--- config.mk ---
export PLATFORM = sky130hd
export DESIGN_NAME = priority_admission_queue_flat
export DESIGN_NICKNAME = d
export VERILOG_FILES = /design/src/paq_pkg.sv /design/src/paq_if.sv /design/src/paq_cell.sv /design/src/priority_admission_queue.sv /design/src/flat_wrapper.sv
export SDC_FILE = /design/constraint.sdc
export NUM_CORES = 2
export LEC_CHECK = 0
export BUFFER_PORTS_ARGS = -buffer_cell sky130_fd_sc_hd__buf_2
export CORE_MARGIN = 10
export CORE_UTILIZATION = 43
export CTS_BUF_LIST = sky130_fd_sc_hd__clkbuf_4
export CTS_CLUSTER_DIAMETER = 200
export DETAILED_ROUTE_END_ITERATION = 8
export PLACE_DENSITY = 0.56
export SYNTH_ARGS = -nofsm -noshare
export SYNTH_HDL_FRONTEND = slang
export SYNTH_SLANG_ARGS = --single-unit
--- constraint.sdc ---
create_clock -name clock -period 8 [get_ports clock]
set_clock_uncertainty 0.1 [all_clocks]
set_input_delay 1.6 -clock clock [delete_from_list [all_inputs] [get_ports clock]]
set_output_delay 1.6 -clock clock [all_outputs]
set_load 0.02 [all_outputs]
--- src/paq_pkg.sv ---
`timescale 1ns / 1ps
`default_nettype none
// ----------------------------------------------------------------------------
// paq_pkg
// Shared types and constants of the priority admission queue.
// ----------------------------------------------------------------------------
package paq_pkg;

   localparam int KIND_W  = 1;
   localparam int PRIO_W  = 8;
   localparam int IDENT_W = 16;
   localparam int OCC_W   = 12;
   localparam int WAIT_W  = 7;

   localparam logic [KIND_W-1:0] KIND_ARRIVAL   = 1'b0;
   localparam logic [KIND_W-1:0] KIND_DEPARTURE = 1'b1;

   localparam logic [OCC_W-1:0] CAPACITY_RESET = 12'd16;

   // one waiting entry
   typedef struct packed {
      logic [PRIO_W-1:0]  prio;
      logic [IDENT_W-1:0] ident;
   } entry_type;

   // command broadcast to every cell of the chain
   typedef struct packed {
      logic      insert;
      logic      pop;
      entry_type item;
   } ctl_type;

endpackage
`default_nettype wire

--- src/paq_if.sv ---
`timescale 1ns / 1ps
`default_nettype none
// ----------------------------------------------------------------------------
// paq_if
// Valid/ready channels of the priority admission queue.
// ----------------------------------------------------------------------------
interface paq_req_if;
   import paq_pkg::*;
   logic                valid;
   logic                ready;
   logic [KIND_W-1:0]   kind;
   logic [PRIO_W-1:0]   priority_req;
   logic [IDENT_W-1:0]  ident;
   modport source(output valid, kind, priority_req, ident, input ready);
   modport sink(input valid, kind, priority_req, ident, output ready);
endinterface

interface paq_rsp_if;
   import paq_pkg::*;
   logic                valid;
   logic                ready;
   logic                admitted;
   logic [IDENT_W-1:0]  admitted_ident;
   logic                queued;
   logic                dropped_full;
   logic                underflow_error;
   logic [OCC_W-1:0]    occupancy;
   logic [WAIT_W-1:0]   waiting;
   modport source(output valid, admitted, admitted_ident, queued, dropped_full,
                  underflow_error, occupancy, waiting, input ready);
   modport sink(input valid, admitted, admitted_ident, queued, dropped_full,
                underflow_error, occupancy, waiting, output ready);
endinterface

interface paq_csr_if;
   import paq_pkg::*;
   logic              valid;
   logic              ready;
   logic [OCC_W-1:0]  data;
   modport source(output valid, data, input ready);
   modport sink(input valid, data, output ready);
endinterface
`default_nettype wire

--- src/paq_cell.sv ---
`timescale 1ns / 1ps
`default_nettype none
// ----------------------------------------------------------------------------
// paq_cell
// One slot of the sorted waiting list: holds an entry, keeps it, takes the
// new item or shifts in from a neighbor.
// ----------------------------------------------------------------------------
module paq_cell (
   input  wire logic                clock,
   input  wire paq_pkg::ctl_type    ctl,
   input  wire logic                occupied,
   input  wire paq_pkg::entry_type  left_entry,
   input  wire logic                left_keep,
   input  wire paq_pkg::entry_type  right_entry,
   output paq_pkg::entry_type       entry,
   output logic                     keep
);
   import paq_pkg::*;

   entry_type entry_ff;
   entry_type entry_in;

   // sorted list: keep is a prefix, equal priorities stay ahead (stable)
   assign keep  = occupied && (entry_ff.prio <= ctl.item.prio);
   assign entry = entry_ff;

   always_comb begin
      entry_in = entry_ff;
      if (ctl.pop) begin
         entry_in = right_entry;
      end else if (ctl.insert && !keep) begin
         entry_in = left_keep ? ctl.item : left_entry;
      end
   end

   always_ff @(posedge clock) begin
      entry_ff <= entry_in;
   end

endmodule
`default_nettype wire

--- src/priority_admission_queue.sv ---
`timescale 1ns / 1ps
`default_nettype none
// ----------------------------------------------------------------------------
// priority_admission_queue
// Admission control with a stable priority-sorted waiting list.
// ----------------------------------------------------------------------------
// Usage:
//   req_ch  : arrival (kind 0, priority_req, ident) or departure (kind 1).
//   rsp_ch  : one result item per request: admitted / admitted_ident,
//             queued, dropped_full, underflow_error, occupancy, waiting.
//   csr_ch  : capacity write, always ready; write only while idle.
// The result is valid in the cycle after request acceptance. Throughput is
// one item per cycle while the receiver keeps up: the waiting list is a chain
// of QUEUE_DEPTH cells that compare against the new priority in parallel and
// shift by one slot together, for insert as well as for head removal.
// The result sits in an output register; a new request is taken whenever
// that register is empty or is being drained in the same cycle. If the
// receiver stalls, req_ch.ready drops after one item and nothing is lost.
// Reset (synchronous, active high) empties the list, clears occupancy and
// sets capacity to 16. Slot contents are not reset; only slots below the
// fill count are ever looked at.
// ----------------------------------------------------------------------------
module priority_admission_queue #(
   parameter int QUEUE_DEPTH = 64
) (
   input  wire logic  clock,
   input  wire logic  reset,
   paq_req_if.sink    req_ch,
   paq_rsp_if.source  rsp_ch,
   paq_csr_if.sink    csr_ch
);
   import paq_pkg::*;

   localparam int CW = $clog2(QUEUE_DEPTH + 1);

   logic [OCC_W-1:0]   capacity_ff;
   logic [OCC_W-1:0]   occ_ff, occ_in;
   logic [CW-1:0]      count_ff, count_in;

   logic               rsp_valid_ff;
   logic               adm_ff, adm_in;
   logic [IDENT_W-1:0] adm_id_ff, adm_id_in;
   logic               queued_ff, queued_in;
   logic               drop_ff, drop_in;
   logic               under_ff, under_in;

   logic               accept;
   logic               arrive;
   logic               list_full;
   ctl_type            ctl;
   entry_type          entries [QUEUE_DEPTH];
   logic               keeps   [QUEUE_DEPTH];
   logic [CW+WAIT_W-1:0] wait_wide;

   assign req_ch.ready = !rsp_valid_ff || rsp_ch.ready;
   assign csr_ch.ready = 1'b1;
   assign accept       = req_ch.valid && req_ch.ready;
   assign arrive       = (req_ch.kind == KIND_ARRIVAL);
   assign list_full    = (count_ff == CW'(QUEUE_DEPTH));

   always_comb begin
      occ_in      = occ_ff;
      count_in    = count_ff;
      adm_in      = 1'b0;
      adm_id_in   = '0;
      queued_in   = 1'b0;
      drop_in     = 1'b0;
      under_in    = 1'b0;
      ctl.insert  = 1'b0;
      ctl.pop     = 1'b0;
      ctl.item.prio  = req_ch.priority_req;
      ctl.item.ident = req_ch.ident;
      if (accept) begin
         if (arrive) begin
            if (occ_ff < capacity_ff) begin
               occ_in    = occ_ff + 1'b1;
               adm_in    = 1'b1;
               adm_id_in = req_ch.ident;
            end else if (!list_full) begin
               ctl.insert = 1'b1;
               count_in   = count_ff + 1'b1;
               queued_in  = 1'b1;
            end else begin
               drop_in = 1'b1;
            end
         end else begin
            if (occ_ff == '0) begin
               under_in = 1'b1;
            end else if (occ_ff == capacity_ff && count_ff != '0) begin
               // a seat frees up at exactly full: the head takes it
               ctl.pop   = 1'b1;
               count_in  = count_ff - 1'b1;
               adm_in    = 1'b1;
               adm_id_in = entries[0].ident;
            end else begin
               occ_in = occ_ff - 1'b1;
            end
         end
      end
   end

   for (genvar i = 0; i < QUEUE_DEPTH; i++) begin : g_cell
      entry_type left_e;
      entry_type right_e;
      logic      left_k;
      logic      occupied;

      assign occupied = (count_ff > CW'(i));

      if (i == 0) begin : g_first
         assign left_e = ctl.item;
         assign left_k = 1'b1;
      end else begin : g_link
         assign left_e = entries[i-1];
         assign left_k = keeps[i-1];
      end

      if (i == QUEUE_DEPTH - 1) begin : g_last
         assign right_e = entries[i];
      end else begin : g_next
         assign right_e = entries[i+1];
      end

      paq_cell u_cell (
         .clock       (clock),
         .ctl         (ctl),
         .occupied    (occupied),
         .left_entry  (left_e),
         .left_keep   (left_k),
         .right_entry (right_e),
         .entry       (entries[i]),
         .keep        (keeps[i])
      );
   end

   always_ff @(posedge clock) begin
      if (reset) begin
         capacity_ff  <= CAPACITY_RESET;
         occ_ff       <= '0;
         count_ff     <= '0;
         rsp_valid_ff <= 1'b0;
      end else begin
         if (csr_ch.valid) begin
            capacity_ff <= csr_ch.data;
         end
         occ_ff   <= occ_in;
         count_ff <= count_in;
         if (accept) begin
            rsp_valid_ff <= 1'b1;
         end else if (rsp_ch.ready) begin
            rsp_valid_ff <= 1'b0;
         end
      end
   end

   always_ff @(posedge clock) begin
      if (accept) begin
         adm_ff    <= adm_in;
         adm_id_ff <= adm_id_in;
         queued_ff <= queued_in;
         drop_ff   <= drop_in;
         under_ff  <= under_in;
      end
   end

   // waiting count is reported modulo 128
   assign wait_wide = {{WAIT_W{1'b0}}, count_ff};

   assign rsp_ch.valid           = rsp_valid_ff;
   assign rsp_ch.admitted        = adm_ff;
   assign rsp_ch.admitted_ident  = adm_id_ff;
   assign rsp_ch.queued          = queued_ff;
   assign rsp_ch.dropped_full    = drop_ff;
   assign rsp_ch.underflow_error = under_ff;
   assign rsp_ch.occupancy       = occ_ff;
   assign rsp_ch.waiting         = wait_wide[WAIT_W-1:0];

endmodule
`default_nettype wire

--- src/flat_wrapper.sv ---
// flat-port wrapper written by rule: the top's interface ports become plain ports
module priority_admission_queue_flat import paq_pkg::*;
#(
   parameter int QUEUE_DEPTH = 64
)
  (clock, reset, req_ch_valid, req_ch_kind, req_ch_priority_req, req_ch_ident, req_ch_ready, rsp_ch_valid, rsp_ch_admitted, rsp_ch_admitted_ident, rsp_ch_queued, rsp_ch_dropped_full, rsp_ch_underflow_error, rsp_ch_occupancy, rsp_ch_waiting, rsp_ch_ready, csr_ch_valid, csr_ch_data, csr_ch_ready);
  paq_req_if req_ch_i ();
  paq_rsp_if rsp_ch_i ();
  paq_csr_if csr_ch_i ();
  input  wire logic clock;
  input  wire logic reset;
  input wire logic [$bits(req_ch_i.valid)-1:0] req_ch_valid;
  input wire logic [$bits(req_ch_i.kind)-1:0] req_ch_kind;
  input wire logic [$bits(req_ch_i.priority_req)-1:0] req_ch_priority_req;
  input wire logic [$bits(req_ch_i.ident)-1:0] req_ch_ident;
  output wire logic [$bits(req_ch_i.ready)-1:0] req_ch_ready;
  output wire logic [$bits(rsp_ch_i.valid)-1:0] rsp_ch_valid;
  output wire logic [$bits(rsp_ch_i.admitted)-1:0] rsp_ch_admitted;
  output wire logic [$bits(rsp_ch_i.admitted_ident)-1:0] rsp_ch_admitted_ident;
  output wire logic [$bits(rsp_ch_i.queued)-1:0] rsp_ch_queued;
  output wire logic [$bits(rsp_ch_i.dropped_full)-1:0] rsp_ch_dropped_full;
  output wire logic [$bits(rsp_ch_i.underflow_error)-1:0] rsp_ch_underflow_error;
  output wire logic [$bits(rsp_ch_i.occupancy)-1:0] rsp_ch_occupancy;
  output wire logic [$bits(rsp_ch_i.waiting)-1:0] rsp_ch_waiting;
  input wire logic [$bits(rsp_ch_i.ready)-1:0] rsp_ch_ready;
  input wire logic [$bits(csr_ch_i.valid)-1:0] csr_ch_valid;
  input wire logic [$bits(csr_ch_i.data)-1:0] csr_ch_data;
  output wire logic [$bits(csr_ch_i.ready)-1:0] csr_ch_ready;
  assign req_ch_i.valid = req_ch_valid;
  assign req_ch_i.kind = req_ch_kind;
  assign req_ch_i.priority_req = req_ch_priority_req;
  assign req_ch_i.ident = req_ch_ident;
  assign req_ch_ready = req_ch_i.ready;
  assign rsp_ch_valid = rsp_ch_i.valid;
  assign rsp_ch_admitted = rsp_ch_i.admitted;
  assign rsp_ch_admitted_ident = rsp_ch_i.admitted_ident;
  assign rsp_ch_queued = rsp_ch_i.queued;
  assign rsp_ch_dropped_full = rsp_ch_i.dropped_full;
  assign rsp_ch_underflow_error = rsp_ch_i.underflow_error;
  assign rsp_ch_occupancy = rsp_ch_i.occupancy;
  assign rsp_ch_waiting = rsp_ch_i.waiting;
  assign rsp_ch_i.ready = rsp_ch_ready;
  assign csr_ch_i.valid = csr_ch_valid;
  assign csr_ch_i.data = csr_ch_data;
  assign csr_ch_ready = csr_ch_i.ready;
  priority_admission_queue #(.QUEUE_DEPTH(QUEUE_DEPTH)) u_core (.clock(clock), .reset(reset), .req_ch(req_ch_i), .rsp_ch(rsp_ch_i), .csr_ch(csr_ch_i));
endmodule
[Word level (Yosys, flattened, before mapping)]
Cells that the tools add are included.
Word-level totals
  output and inout port bits: 42
  register bits after elaboration: 1588
  bits of input ports: 42
  logic and storage cells: 760
Operators by class
  $add $sub $neg: 4
  eq/ne operators: 7
  $lt $le $gt $ge: 129
  multiplexer cells: 215
  bitwise gates (word level): 1
  reduce and logical (&&, ||, !) cells: 267
Operators by type and width (count)
  24-bit 2-to-1 mux: 189
  8-bit less-or-equal comparator: 64
  7-bit by 6-bit > comparator with 1-bit output, second input constant: 32
  1-bit logical AND: 130
  2-bit nonzero test: 65
  7-bit by 5-bit > comparator with 1-bit output, second input constant: 16
  1-bit logical NOT: 65
  16-bit 2-to-1 mux: 4
  7-bit by 4-bit > comparator with 1-bit output, second input constant: 8
  12-bit 2-to-1 mux: 4
  7-bit 2-to-1 mux: 5
  7-bit by 3-bit > comparator with 1-bit output, second input constant: 4
  7-bit by 1-bit > comparator with 1-bit output, second input constant: 2
  7-bit by 2-bit > comparator with 1-bit output, second input constant: 2
  12-bit by 1-bit adder with 12-bit output, second input constant: 1
  12-bit equality test: 1
  12-bit logical NOT: 1
  12-bit less-than comparator: 1
  1-bit 2-to-1 mux: 12
  12-bit by 1-bit subtractor with 12-bit output, second input constant: 1
  2-bit != test, second input constant: 4
  7-bit by 1-bit adder with 7-bit output, second input constant: 1
  7-bit equality test, second input constant: 1
  7-bit nonzero test: 1
  other kinds (9): 9

[Longest topological paths before layout]
  depth after elaboration: 9
  mapped depth: 15
  gate-level depth less buffers: 8

[Modules after synthesis]
A second synthesis with hierarchy kept.
Unflattened totals
  cells, all modules: 9261
  area total of the unflattened synthesis: 99520.4 um^2
Modules (own cells, without submodules)
  paq_cell: area each 1493.9 um^2, cells each 137, times used 64, sequential area each 720.7 um^2
  priority_admission_queue: area each 3908.7 um^2, cells each 493, times used 1, sequential area each 1241.2 um^2

[Worst setup path after synthesis]
Ideal clock, no wire load.
  kind: input to register
  from: input port req_ch_priority_req[3]
  to: register u_core.g_cell[14].u_cell.entry_ff, in the netlist u_core.g_cell[14].u_cell.entry[0] (enable)
  data arrival time: 5.967 ns
  library setup time: 0.438 ns
  required time: 7.462 ns
  path buffers: 2
  stages on the path: 9
  setup slack: 1.495 ns
  cells stage by stage: inv_1 -> ha_1 -> nand4_1 -> nand2b_1 -> a21o_1 -> and3_1 -> clkbuf_1 -> clkbuf_1 -> o21ai_0
Between the ends
  cells in the longest elaborated chain, start to end: 5
RTL lines
  from (decl): RTL line flat_wrapper.sv:14  | input wire logic [$bits(req_ch_i.priority_req)-1:0] req_ch_priority_req;
  8-bit less-or-equal comparator: RTL line paq_cell.sv:24  | assign keep = occupied && (entry_ff.prio <= ctl.item.prio);
  1-bit logical AND: RTL line paq_cell.sv:24
  1-bit logical NOT: RTL line paq_cell.sv:31  | end else if (ctl.insert && !keep) begin
  1-bit logical AND: RTL line paq_cell.sv:31
  2-bit nonzero test (no source line)
  to (signal assigned): RTL line paq_cell.sv:37  | entry_ff <= entry_in;
  to (decl): RTL line paq_cell.sv:20  | entry_type entry_ff;
Every way passes these cells.
A chain may end at the register's enable or synchronous reset.

[Worst setup path in the final report]
  from: register u_core.occ_ff[0] (netlist: u_core.rsp_ch.occupancy[0])
  to: register u_core.g_cell[37].u_cell.entry_ff, in the netlist u_core.g_cell[37].u_cell.entry[14] (enable)
Between the ends
  cells in the longest elaborated chain, start to end: 7
  elaborated cells between the ends (all ways): 12
  classes of those cells: order compare (1); eq/ne (1); mux (6); reduce/logical (4)
RTL lines
  from (decl): RTL line priority_admission_queue.sv:37  | logic [OCC_W-1:0] occ_ff, occ_in;
  from (signal assigned): RTL line priority_admission_queue.sv:146  | occ_ff <= occ_in;
  branches (longest 5 deep; another with 12-bit less-than comparator)
  2-bit 2-to-1 mux (*): RTL line priority_admission_queue.sv:73  | if (accept) begin
  2-bit nonzero test (no source line) (*)
  to (signal assigned): RTL line paq_cell.sv:37
  to (decl): RTL line paq_cell.sv:20
Mark *: on every way between the ends.

==> flow_metrics.py <==
metrics = {
    "final_layout": {
        "fill_cells": 20100,
        "fin_nets": 9339,
        "layout_common_cells": "nand2_1 (1,593), edfxtp_1 (1,556), o21ai_0 (1,392)",
        "mostFrequentLayoutCell": "nand2_1",
        "syn_to_final_growth_pct": 9.77,
        "fin_cells": 11900,
        "drive_gt1_share_pct": 13.0,
    },
    "die": {
        "initial_core_util_pct": 43.3,
        "core_area_sq_mm": 0.215,
        "rows": 170,
        "die_w_um": 486,
        "io_pins": 84,
        "die_h_um": 486,
        "dieArea_sq_mm": 0.236,
    },
    "synth": {
        "yosysWarnings": 0,
        "yosysSeqAreaShare_pct": 50.8,
        "synth_cells": 8696,
        "ys.flop_type": "edfxtp_1",
        "synth_nets": 9277,
        "synth_cell_types": 66,
        "synth_seq_cells": 1588,
        "async_reset_ff_share_pct": 0,
        "synth_edf_count": 1556,
        "syn_avg_cell_area_sq_um": 10.7,
        "syn-cell-area_sq_mm": 0.0933,
    },
    "global_routing": {
        "grt.overflow.total": 0,
        "antenna_found_initial": 19,
        "grt_pass1_wl_um": 473000,
        "grt_pass1_vias": 73000,
        "grt_util_all_layers_pct": 26.2,
        "grt_max_degree": 258,
    },
    "cts": {
        "cts.reportedPaths.clkPinSlew_ns": 0.07,
        "cts-buffers-inserted": 442,
        "post_cts_buffers": 0,
        "cts_resized": 0,
        "cts_sinks": 1588,
        "clock_path_buffers": 4,
        "cts_tree": "done",
        "cts_hold_buffers": 0,
        "root_buffer": "clkbuf_4",
        "htreeDepth": 5,
        "clk-insertion-delay-late_ns": 1.48,
    },
    "timing": {
        "finalSetupTns_ns": 0,
        "relSlewSlack_pct": 5.71,
        "fin_crit_ns": 4.87,
        "tightest_slew_ns": 1.41,
        "rsz0062_at_grt": "false",
        "setup_viol": 0,
        "clock.fmax_mhz": 205,
        "slew_violations": 0,
        "worst_slack_ns": 3.13,
        "period_share_pct": 60.9,
        "hold_viol": 0,
    },
    "detailed_routing": {
        "drc_errors": 0,
        "totalWireLength_um": 323000,
        "vias": 72700,
        "viasPerCell": 6.10,
        "drt_iter0_drc": 7982,
        "wl_per_cell_um": 27.2,
        "drtAntennaViolNets": 0,
        "first_pass_iters": 6,
    },
    "setup_path": {
        "endpoint_kind": "flop",
        "path_max_fanout": 25,
        "arrival_ns": 5.76,
        "worst_setup_path_start_kind": "flop",
        "crit_required_ns": 8.89,
        "crit_type": "reg2reg",
    },
    "place": {
        "dp.cells": 11200,
        "place_ws_ns": 2.39,
        "hpwlAfterDp_um": 217000,
        "routabilityCongestion": 0.902,
        "io_buffers": 82,
    },
    "power": {
        "seq_power_share_pct": 47.8,
        "p_leak_nw": 33.6,
        "pwr-share-comb_pct": 20.4,
        "switchingPower_w": 0.00744,
        "power.density_mw_per_mm2": 230,
        "switching_share_pct": 31.6,
        "clkPwrFrac_pct": 31.8,
        "p_int_w": 0.0161,
        "max-vdd-ir-drop_uv": 163,
    },
    "hold_path": {
        "hp-class": "in2reg",
    },
    "flow_run": {
        "drv_cap": 0,
    },
    "status": {
        "status": "finished clean",
    },
}
[area by class of cell]
class	instances	area (sq um)	share of cell area [%]
Sequential cell	1588	47400	46.3
Multi-Input combinational cell	6286	43000	42.0
Clock buffer	663	4980	4.86
Tap cell	2838	3550	3.47
Timing Repair Buffer	325	2530	2.47
Inverter	115	449	0.439
Clock inverter	83	440	0.430
Antenna cell	15	37.5	0.0367
[sequential cells by signal (all words and copies together), names as in the netlist, 7 cells and up]
name / flops
u_core.g_cell.u_cell.entry: 1536
u_core.rsp_ch.admitted_ident: 16
u_core.capacity_ff: 12
u_core.rsp_ch.occupancy: 12
u_core.rsp_ch.waiting: 7
[logic make-up after synthesis]
kind of cell	Yosys count	share of synthesized area [%]
DFF	1588	50.8
muxes	1360	14.6
other	1	0.00402
buffers and inverters	822	3.76
xor gates and xnor gates	8	0.0751
AOI/OAI and AO/OA	2342	14.3
adders and majority gates	539	7.24
and+or+nand+nor	2036	9.20
[power groups by stage]
stage	registers (W)	clock network [W]	logic (W)
global placement	0.0114	0	0.00460
floorplan	0.0111	0	0.00313
detailed placement	0.0114	0	0.00474
global route	0.0113	0.00808	0.00522
finish	0.0113	0.00748	0.00481
CTS	0.0112	0.00765	0.00475
[final timing paths]
kind,startpoint,slack (ns),to,depth (start not counted)
worst max-delay path,u_core.rsp_ch.occupancy[0],3.13,u_core.g_cell[37].u_cell.entry[14],9
worst min-delay path,csr_ch_data[8],0.26,u_core.capacity_ff[8],3
worst max register to register,u_core.rsp_ch.occupancy[0],3.13,u_core.g_cell[37].u_cell.entry[14],9
worst min register to register,u_core.capacity_ff[1],0.39,u_core.capacity_ff[1],2
[cells in the mapped netlist (5+ instances only)]
library cell | n | share of area (%)
a211oi_1 | 20 | 0.16
a211oi_2 | 13 | 0.17
a21o_1 | 64 | 0.52
a21oi_1 | 465 | 2.5
a221o_1 | 169 | 1.8
a22o_1 | 16 | 0.15
a31oi_1 | 8 | 0.054
and2_0 | 11 | 0.074
and2_1 | 16 | 0.11
and3_1 | 5 | 0.034
buf_1 | 8 | 0.032
buf_2 | 193 | 1.0
buf_4 | 17 | 0.14
buf_6 | 15 | 0.18
clkbuf_1 | 474 | 1.9
dfxtp_1 | 32 | 0.69
edfxtp_1 | 1556 | 50
ha_1 | 538 | 7.2
inv_1 | 113 | 0.45
mux2_2 | 29 | 0.35
mux2i_1 | 1331 | 14
nand2_1 | 1593 | 6.4
nand2b_1 | 35 | 0.23
nand3_1 | 40 | 0.21
nand4_1 | 117 | 0.78
nor2_1 | 82 | 0.33
nor2_2 | 10 | 0.067
nor2b_1 | 55 | 0.37
nor3_1 | 24 | 0.13
nor3_2 | 24 | 0.26
nor4_1 | 6 | 0.040
o211ai_1 | 45 | 0.36
o21a_1 | 37 | 0.30
o21ai_0 | 1453 | 7.8
o21ai_1 | 8 | 0.043
o22ai_1 | 13 | 0.087
or3_1 | 5 | 0.034
xnor2_1 | 5 | 0.047
[layer usage]
metal  routed length, um  vias to the layer above  GRT usage [%]
li1                    -                    32700              -
met1              137000                    36000           34.9
met4               14200                        4           11.7
met3               26000                      764           5.67
met5                  33                        -              0
met2              146000                     3182           40.8
[per-stage QoR]
stage / hold WS [ns] / total power, W / utilization, % / cell area (sq um)
floorplan: 0.359 / 0.0142 / - / 93300
global placement: 0.372 / 0.0160 / 45.0 / 96900
detailed placement: 0.380 / 0.0161 / 45.0 / 96900
CTS: 0.147 / 0.0236 / 47.5 / 102000
global route: 0.191 / 0.0246 / 47.5 / 102000
finish: 0.264 / 0.0235 / 47.6 / 102000
[critical path, stage by stage (launching register included)]
cell	delay (ns)
dfxtp_1	0.46
inv_1	0.14
ha_1	0.22
nor2b_1	0.10
o21bai_1	0.07
a211oi_1	0.68
o21ai_0	0.38
or3_4	0.68
buf_4	0.39
o21ai_2	1.12
Note: power is estimated with default switching activity, not from simulation.
